`config.mk`:
```
export PLATFORM = sky130hd
export DESIGN_NAME = merge_join_group_splitter
export DESIGN_NICKNAME = d
export VERILOG_FILES = /design/src/rtl/core/mjgs_pkg.sv /design/src/rtl/core/merge_join_group_splitter.sv /design/src/rtl/core/mjgs_ctrl.sv /design/src/rtl/core/mjgs_dp.sv
export SDC_FILE = /design/constraint.sdc
export NUM_CORES = 2
export LEC_CHECK = 0
export BUFFER_PORTS_ARGS = -buffer_cell sky130_fd_sc_hd__buf_2
export CAP_MARGIN = 30
export CORE_UTILIZATION = 58
export CTS_CLUSTER_DIAMETER = 50
export DETAILED_ROUTE_END_ITERATION = 7
export GPL_ROUTABILITY_DRIVEN = 0
export PLACE_DENSITY_LB_ADDON = 0.25
export SKIP_LAST_GASP = 1
export SLEW_MARGIN = 30
export SYNTH_ARGS = -nofsm -noshare
export SYNTH_HDL_FRONTEND = slang
export SYNTH_SLANG_ARGS = --single-unit
```
`constraint.sdc`:
```
create_clock -name clk -period 9.5 [get_ports clk]
set_input_delay 0.95 -clock clk [delete_from_list [all_inputs] [get_ports clk]]
set_output_delay 0.95 -clock clk [all_outputs]
set_load 0.01 [all_outputs]
```
`src/rtl/core/mjgs_pkg.sv`:
```
`default_nettype none

package mjgs_pkg;

	localparam int unsigned KEY_W = 64;
	localparam int unsigned CNT_W = 32;
	localparam int unsigned THR_W = 63;
	localparam int unsigned PROD_W = 2 * CNT_W;
	localparam int unsigned STEP_W = $clog2(CNT_W);

	localparam logic [THR_W-1:0] THR_RESET = 63'd1000000000000;

	typedef struct packed {
		logic             first_pair;
		logic [KEY_W-1:0] left_key;
		logic [CNT_W-1:0] left_count;
		logic [KEY_W-1:0] right_key;
		logic [CNT_W-1:0] right_start;
		logic [CNT_W-1:0] right_count;
	} in_t;

	typedef struct packed {
		logic             advance_left;
		logic             advance_right;
		logic             part_valid;
		logic [CNT_W-1:0] part_begin;
		logic [CNT_W-1:0] part_stop;
		logic [CNT_W-1:0] part_size;
		logic [CNT_W-1:0] match_index;
		logic             last_of_run;
		logic             parts_capped;
	} out_t;

	typedef enum logic [1:0] {
		KIND_MISS  = 2'd0,
		KIND_WHOLE = 2'd1,
		KIND_PART  = 2'd2
	} out_kind_t;

	typedef struct packed {
		logic      accept;
		logic      mul;
		logic      qdiv_start;
		logic      qdiv_step;
		logic      n_set;
		logic      rdiv_step;
		logic      load_out;
		out_kind_t kind;
		logic      inc_match;
	} ctl_cmd_t;

	typedef struct packed {
		logic key_eq;
		logic prod_le;
		logic qdiv_last;
		logic rdiv_last;
		logic part_last;
	} dp_stat_t;

endpackage

`default_nettype wire

```
`src/rtl/core/merge_join_group_splitter.sv`:
```
// key mismatch or unsplit match: after the multiply state the result is loaded in the evaluate state, then idle
// split match: a multiply and two bit-serial divisions (part count, then part size) before the
// first part, then one part per cycle while the result side takes them
// a new transaction is taken once the last result of the previous one is in the output register
// reset clears the controller, the output valid and the match index, and sets the threshold to 1e12
`default_nettype none

module merge_join_group_splitter #(
	parameter int unsigned MAX_PARTS = 64
) (
	input  wire                          clk,
	input  wire                          arst_n,
	input  wire                          step_valid,
	output logic                         step_ready,
	input  mjgs_pkg::in_t                step,
	output logic                         res_valid,
	input  wire                          res_ready,
	output mjgs_pkg::out_t               res,
	input  wire                          cfg_wr_en,
	input  wire  [mjgs_pkg::THR_W-1:0]   cfg_wr_data
);
	import mjgs_pkg::*;

	ctl_cmd_t cmd;
	dp_stat_t stat;

	mjgs_ctrl u_ctrl (
		.clk        (clk),
		.arst_n     (arst_n),
		.step_valid (step_valid),
		.step_ready (step_ready),
		.res_valid  (res_valid),
		.res_ready  (res_ready),
		.stat       (stat),
		.cmd        (cmd)
	);

	mjgs_dp #(
		.MAX_PARTS (MAX_PARTS)
	) u_dp (
		.clk         (clk),
		.arst_n      (arst_n),
		.step        (step),
		.cfg_wr_en   (cfg_wr_en),
		.cfg_wr_data (cfg_wr_data),
		.cmd         (cmd),
		.stat        (stat),
		.res         (res)
	);

endmodule

`default_nettype wire

```
`src/rtl/core/mjgs_ctrl.sv`:
```
`default_nettype none

module mjgs_ctrl (
	input  wire                 clk,
	input  wire                 arst_n,
	input  wire                 step_valid,
	output logic                step_ready,
	output logic                res_valid,
	input  wire                 res_ready,
	input  mjgs_pkg::dp_stat_t  stat,
	output mjgs_pkg::ctl_cmd_t  cmd
);
	import mjgs_pkg::*;

	typedef enum logic [6:0] {
		S_IDLE = 7'b0000001,
		S_MUL  = 7'b0000010,
		S_EVAL = 7'b0000100,
		S_QDIV = 7'b0001000,
		S_NSET = 7'b0010000,
		S_RDIV = 7'b0100000,
		S_PART = 7'b1000000
	} state_t;

	state_t state_q;
	state_t state_d;
	logic   out_valid_q;
	logic   out_free;

	assign out_free   = !out_valid_q || res_ready;
	assign step_ready = (state_q == S_IDLE);
	assign res_valid  = out_valid_q;

	always_comb begin
		state_d = state_q;
		cmd     = '0;
		cmd.kind = KIND_MISS;
		unique case (state_q)
			S_IDLE: begin
				if (step_valid) begin
					cmd.accept = 1'b1;
					state_d    = S_MUL;
				end
			end
			S_MUL: begin
				cmd.mul = 1'b1;
				state_d = S_EVAL;
			end
			S_EVAL: begin
				if (!stat.key_eq) begin
					if (out_free) begin
						cmd.load_out = 1'b1;
						cmd.kind     = KIND_MISS;
						state_d      = S_IDLE;
					end
				end else if (stat.prod_le) begin
					if (out_free) begin
						cmd.load_out  = 1'b1;
						cmd.kind      = KIND_WHOLE;
						cmd.inc_match = 1'b1;
						state_d       = S_IDLE;
					end
				end else begin
					cmd.qdiv_start = 1'b1;
					state_d        = S_QDIV;
				end
			end
			S_QDIV: begin
				cmd.qdiv_step = 1'b1;
				if (stat.qdiv_last) begin
					state_d = S_NSET;
				end
			end
			S_NSET: begin
				cmd.n_set = 1'b1;
				state_d   = S_RDIV;
			end
			S_RDIV: begin
				cmd.rdiv_step = 1'b1;
				if (stat.rdiv_last) begin
					state_d = S_PART;
				end
			end
			S_PART: begin
				if (out_free) begin
					cmd.load_out = 1'b1;
					cmd.kind     = KIND_PART;
					if (stat.part_last) begin
						cmd.inc_match = 1'b1;
						state_d       = S_IDLE;
					end
				end
			end
			default: begin
				state_d = S_IDLE;
			end
		endcase
	end

	always_ff @(posedge clk or negedge arst_n) begin
		if (!arst_n) begin
			state_q     <= S_IDLE;
			out_valid_q <= 1'b0;
		end else begin
			state_q <= state_d;
			if (cmd.load_out) begin
				out_valid_q <= 1'b1;
			end else if (res_ready) begin
				out_valid_q <= 1'b0;
			end
		end
	end

	a_no_overwrite: assert property (@(posedge clk) disable iff (!arst_n)
		res_valid && !res_ready |-> !cmd.load_out)
		else $error("result register overwritten while stalled");

	a_accept_to_mul: assert property (@(posedge clk) disable iff (!arst_n)
		step_valid && step_ready |=> state_q == S_MUL)
		else $error("accepted transaction did not enter multiply");

	a_last_part_idle: assert property (@(posedge clk) disable iff (!arst_n)
		state_q == S_PART && cmd.load_out && stat.part_last |=> state_q == S_IDLE)
		else $error("split did not finish after last part");

	a_load_shows: assert property (@(posedge clk) disable iff (!arst_n)
		cmd.load_out |=> res_valid)
		else $error("loaded result not presented");

endmodule

`default_nettype wire

```
`src/rtl/core/mjgs_dp.sv`:
```
`default_nettype none

module mjgs_dp #(
	parameter int unsigned MAX_PARTS = 64
) (
	input  wire                               clk,
	input  wire                               arst_n,
	input  mjgs_pkg::in_t                     step,
	input  wire                               cfg_wr_en,
	input  wire  [mjgs_pkg::THR_W-1:0]        cfg_wr_data,
	input  mjgs_pkg::ctl_cmd_t                cmd,
	output mjgs_pkg::dp_stat_t                stat,
	output mjgs_pkg::out_t                    res
);
	import mjgs_pkg::*;

	localparam int unsigned QW  = $clog2(MAX_PARTS) + 1;
	localparam int unsigned NW  = $clog2(MAX_PARTS + 1);
	localparam int unsigned DVW = THR_W + QW - 1;
	localparam int unsigned CW  = (DVW > PROD_W) ? DVW : PROD_W;

	in_t               in_q;
	logic [THR_W-1:0]  thr_q;
	logic [THR_W-1:0]  thr_eff;
	logic [CNT_W-1:0]  match_q;
	logic [PROD_W-1:0] prod_q;
	logic              eq_q;
	logic              lt_q;
	logic [PROD_W-1:0] qrem_q;
	logic [DVW-1:0]    dvs_q;
	logic [QW-1:0]     quo_q;
	logic [STEP_W-1:0] step_q;
	logic [NW-1:0]     n_q;
	logic              capped_q;
	logic [CNT_W-1:0]  rquo_q;
	logic [NW-1:0]     rrem_q;
	logic [NW-1:0]     p_q;
	logic [CNT_W-1:0]  off_q;
	out_t              res_q;

	logic              q_ge;
	logic [CW-1:0]     q_diff;
	logic              n_capped;
	logic [NW:0]       r_t;
	logic              r_ge;
	logic [CNT_W-1:0]  sz;
	logic [CNT_W-1:0]  pbeg;
	out_t              res_d;

	assign thr_eff = (thr_q == '0) ? THR_W'(1) : thr_q;

	assign q_ge     = CW'(qrem_q) >= CW'(dvs_q);
	assign q_diff   = CW'(qrem_q) - CW'(dvs_q);
	assign n_capped = quo_q >= QW'(MAX_PARTS);

	assign r_t  = {rrem_q, rquo_q[CNT_W-1]};
	assign r_ge = r_t >= {1'b0, n_q};

	assign sz   = rquo_q + ((p_q < rrem_q) ? CNT_W'(1) : CNT_W'(0));
	assign pbeg = in_q.right_start + off_q;

	assign stat.key_eq    = eq_q;
	assign stat.prod_le   = prod_q <= PROD_W'(thr_eff);
	assign stat.qdiv_last = step_q == STEP_W'(QW - 1);
	assign stat.rdiv_last = step_q == STEP_W'(CNT_W - 1);
	assign stat.part_last = NW'(p_q + 1'b1) == n_q;

	always_comb begin
		res_d = '0;
		case (cmd.kind)
			KIND_WHOLE: begin
				res_d.advance_left  = 1'b1;
				res_d.advance_right = 1'b1;
				res_d.part_valid    = 1'b1;
				res_d.part_begin    = in_q.right_start;
				res_d.part_stop     = in_q.right_start + in_q.right_count;
				res_d.part_size     = in_q.right_count;
				res_d.match_index   = match_q;
				res_d.last_of_run   = 1'b1;
			end
			KIND_PART: begin
				res_d.advance_left  = 1'b1;
				res_d.advance_right = 1'b1;
				res_d.part_valid    = 1'b1;
				res_d.part_begin    = pbeg;
				res_d.part_stop     = pbeg + sz;
				res_d.part_size     = sz;
				res_d.match_index   = match_q;
				res_d.last_of_run   = stat.part_last;
				res_d.parts_capped  = capped_q;
			end
			default: begin
				res_d.advance_left  = lt_q;
				res_d.advance_right = !lt_q;
				res_d.last_of_run   = 1'b1;
			end
		endcase
	end

	always_ff @(posedge clk or negedge arst_n) begin
		if (!arst_n) begin
			thr_q   <= THR_RESET;
			match_q <= '0;
		end else begin
			if (cfg_wr_en) begin
				thr_q <= cfg_wr_data;
			end
			if (cmd.accept && step.first_pair) begin
				match_q <= '0;
			end else if (cmd.inc_match) begin
				match_q <= match_q + 1'b1;
			end
		end
	end

	always_ff @(posedge clk) begin
		if (cmd.accept) begin
			in_q <= step;
		end
		if (cmd.mul) begin
			prod_q <= PROD_W'(in_q.left_count) * PROD_W'(in_q.right_count);
			eq_q   <= in_q.left_key == in_q.right_key;
			lt_q   <= in_q.left_key < in_q.right_key;
		end
		if (cmd.qdiv_start) begin
			qrem_q <= prod_q - 1'b1;
			dvs_q  <= DVW'(thr_eff) << (QW - 1);
			quo_q  <= '0;
			step_q <= '0;
		end
		if (cmd.qdiv_step) begin
			if (q_ge) begin
				qrem_q <= PROD_W'(q_diff);
			end
			dvs_q  <= dvs_q >> 1;
			quo_q  <= QW'({quo_q, q_ge});
			step_q <= step_q + 1'b1;
		end
		if (cmd.n_set) begin
			n_q      <= n_capped ? NW'(MAX_PARTS) : NW'({1'b0, quo_q} + 1'b1);
			capped_q <= n_capped;
			rquo_q   <= in_q.right_count;
			rrem_q   <= '0;
			step_q   <= '0;
			p_q      <= '0;
			off_q    <= '0;
		end
		if (cmd.rdiv_step) begin
			rrem_q <= r_ge ? NW'(r_t - {1'b0, n_q}) : NW'(r_t);
			rquo_q <= {rquo_q[CNT_W-2:0], r_ge};
			step_q <= step_q + 1'b1;
		end
		if (cmd.load_out && cmd.kind == KIND_PART) begin
			off_q <= off_q + sz;
			p_q   <= p_q + 1'b1;
		end
		if (cmd.load_out) begin
			res_q <= res_d;
		end
	end

	assign res = res_q;

endmodule

`default_nettype wire

```
==> flow_metrics.env <==
export IMPL_slew_viol_final=0
export IMPL_layout_commonest_cell="inv_1"
export IMPL_status="finished clean"
export IMPL_syn_inst=7690
export IMPL_synthSimpleGateAreaFrac=0.1534
export IMPL_timing_final_crit_share=0.9188
export IMPL_r2r_cells=26
export IMPL_remaining_drc_errors=0
export IMPL_layout_drive_gt1_share=0.09892
export IMPL_portBuffers=427
export IMPL_grtUsageTotal=0.3128
export IMPL_hold_viol=0
export IMPL_cts_repair_resized=0
export IMPL_yosys_warnings=0
export IMPL_dieWidth_microns=363.3
export IMPL_critPathRequiredTime_ns=9.98
export IMPL_setup_viol_count_final=0
export IMPL_ios=428
export IMPL_die_h_microns=363.3
export IMPL_rsz0062_at_grt="no"
export IMPL_worstSkewPairLatency_ns=0.75
export IMPL_ys_seq_area_frac=0.2851
export IMPL_cts_buffers=98
export IMPL_dp_hpwl_microns=161700
export IMPL_synth_xor_area_frac=0.04037
export IMPL_critical_path_depth=26
export IMPL_cts_root_buf="clkbuf_16"
export IMPL_synth_top_family_by_area="adder cells"
export IMPL_grt_pass1_vias=58310
export IMPL_tns_ns=0
export IMPL_cts_tree="yes"
export IMPL_slowest_delay_ns=0.98
export IMPL_ctsHtreeMaxLevel=3
export IMPL_r2r_start="u_dp.in_q[10]"
export IMPL_crit_start="u_dp.in_q[10]"
export IMPL_wirelength_microns=204400
export IMPL_drtIter0Drc=5124
export IMPL_synth_edf_count=589
export IMPL_ys_flop_type="edfxtp_1"
export IMPL_grt_pass1_wl_microns=321100
export IMPL_viasPerCell=5.803
export IMPL_crit_type="reg2reg"
export IMPL_area_growth_pct=9.872
export IMPL_r2r_slack_ns=0.77
export IMPL_path_clk_slew_ns=0.06
export IMPL_dieArea_sq_um=132000
export IMPL_ant_nets=0
export IMPL_cp_common_cell="fa_1"
export IMPL_grt_ovfl_total=0
export IMPL_vias=57030
export IMPL_max_slew_worst_pin_slew_ns=1.064
export IMPL_wire_per_inst_microns=20.80
export IMPL_finalClockSkew_ns=0.05343
export IMPL_cp_endpoint="u_dp.prod_q[56]"
export IMPL_netlist_area_sq_um=75710
export IMPL_synthMuxAreaShare=0.005387
export IMPL_core_area_sq_um=129500
export IMPL_cts_sinks=757
export IMPL_first_pass_iters=8
export IMPL_hold_buffers=0
export IMPL_fin_crit_ns=8.728
export IMPL_worstPathMaxFanout=14
export IMPL_antenna_found_initial=13
export IMPL_syn_avg_cell_area_sq_um=9.846
export IMPL_end_kind="register"
export IMPL_cts_setup_buffers=0
export IMPL_r2r_end="u_dp.prod_q[56]"
export IMPL_syn_num_nets=9488
export IMPL_cp_num_buf_inv=5
export IMPL_start_kind="register"
export IMPL_ys_ff_latch=757
export IMPL_crit_slowest_cell="edfxtp_1"
export IMPL_fin_nets=9791
export IMPL_synthArstFlopShare=0.1361
export IMPL_critPathTopFamily="adder cells"
export IMPL_max_slew_margin=0.2909
export IMPL_initial_utilization=0.5847
export IMPL_hold_class="in2async"
export IMPL_arrival_ns=9.21
export IMPL_final_cell_mix="inv_1, fa_1, nand2_1"
export IMPL_grt_max_degree=94
export IMPL_synthAdderAreaFrac=0.3381
export IMPL_synth_compound_area_frac=0.1039
export IMPL_rows=132
export IMPL_cts_buffer_depth=3
export IMPL_drv_cap=0
export IMPL_fmaxAchievable_mhz=114.6
export IMPL_synth_distinct_cells=83
==> cell families after synthesis <==
family	Yosys count
AOI/OAI and AO/OA	1250
and+or+nand+nor	2308
DFF	757
adders and majority gates	1505
muxes	37
buffers and inverters	1484
xor gates and xnor gates	349
==> final cells by class <==
cell class	count	area [sq um]
multi-input cells	5449	48610
fillers	10520	46300
flip-flops and latches	757	21580
inverters	1130	4242
repair buffers	557	3209
clock buffers	115	2556
well taps	1742	2180
clock inverters	69	780.7
diodes	9	22.52
==> synth_stat cells, drive strengths merged (71+ instances only) <==
cell type | count | area share
xor2 | 140 | 0.016
o21ai | 355 | 0.023
nand2b | 95 | 0.0079
dfrtp | 89 | 0.029
fa | 902 | 0.24
nand3 | 91 | 0.0060
a21oi | 314 | 0.021
o211ai | 77 | 0.0076
clkbuf | 331 | 0.016
nor2 | 315 | 0.016
and2 | 646 | 0.053
ha | 603 | 0.10
nor3 | 80 | 0.0053
nand2 | 767 | 0.038
inv | 1130 | 0.056
a21o | 167 | 0.017
a22oi | 71 | 0.0070
edfxtp | 589 | 0.23
xnor2 | 209 | 0.024
==> sequential cells by signal, summed over array words and instances, names as in the netlist <==
| register | flops |
|---|---|
| u_ctrl.res_valid | 1 |
| u_ctrl.state_q | 7 |
| u_dp.capped_q | 1 |
| u_dp.dvs_q | 69 |
| u_dp.eq_q | 1 |
| u_dp.in_q | 224 |
| u_dp.lt_q | 1 |
| u_dp.match_q | 32 |
| u_dp.n_q | 7 |
| u_dp.off_q | 32 |
| u_dp.p_q | 7 |
| u_dp.prod_q | 64 |
| u_dp.qrem_q | 64 |
| u_dp.quo_q | 7 |
| u_dp.res | 133 |
| u_dp.rquo_q | 32 |
| u_dp.rrem_q | 7 |
| u_dp.step_q | 5 |
| u_dp.thr_q | 63 |
==> worst min path at each step <==
stage                     depth (start not counted)  slack (ns)                to
after floorplan                                   1        0.44  u_dp.match_q[31]
after global placement                            1        0.50  u_dp.match_q[31]
after detailed placement                          1        0.52   u_dp.match_q[2]
after CTS                                         1        0.16    u_dp.thr_q[55]
after global routing                              1        0.20    u_dp.thr_q[54]
final                                             1        0.18    u_dp.thr_q[55]
==> metrics by stage <==
step	util	cells	hold WS, ns	setup slack, ns	instance area, sq um
floorplan	-	7690	0.4367	0.5642	75710
global placement	0.6149	9620	0.4952	0.9782	79630
detailed placement	0.6152	9622	0.5169	0.8551	79650
CTS	0.6409	9806	0.1625	0.8621	82990
global route	0.6424	9824	0.1970	0.5089	83180
finish	0.6425	9828	0.1844	0.7718	83190
==> routing by layer <==
metal  vias to the layer above  wire length, microns  track usage
met4                        14                  8825       0.1258
met5                         -                    92            0
met2                      2485                 95900       0.5052
met3                       506                 16940      0.05854
met1                     28090                 82630       0.4169
li1                      25930                     -            -
Power is not shown: default switching activity piles up to over one toggle a cycle in this logic, so the estimate is an artifact.
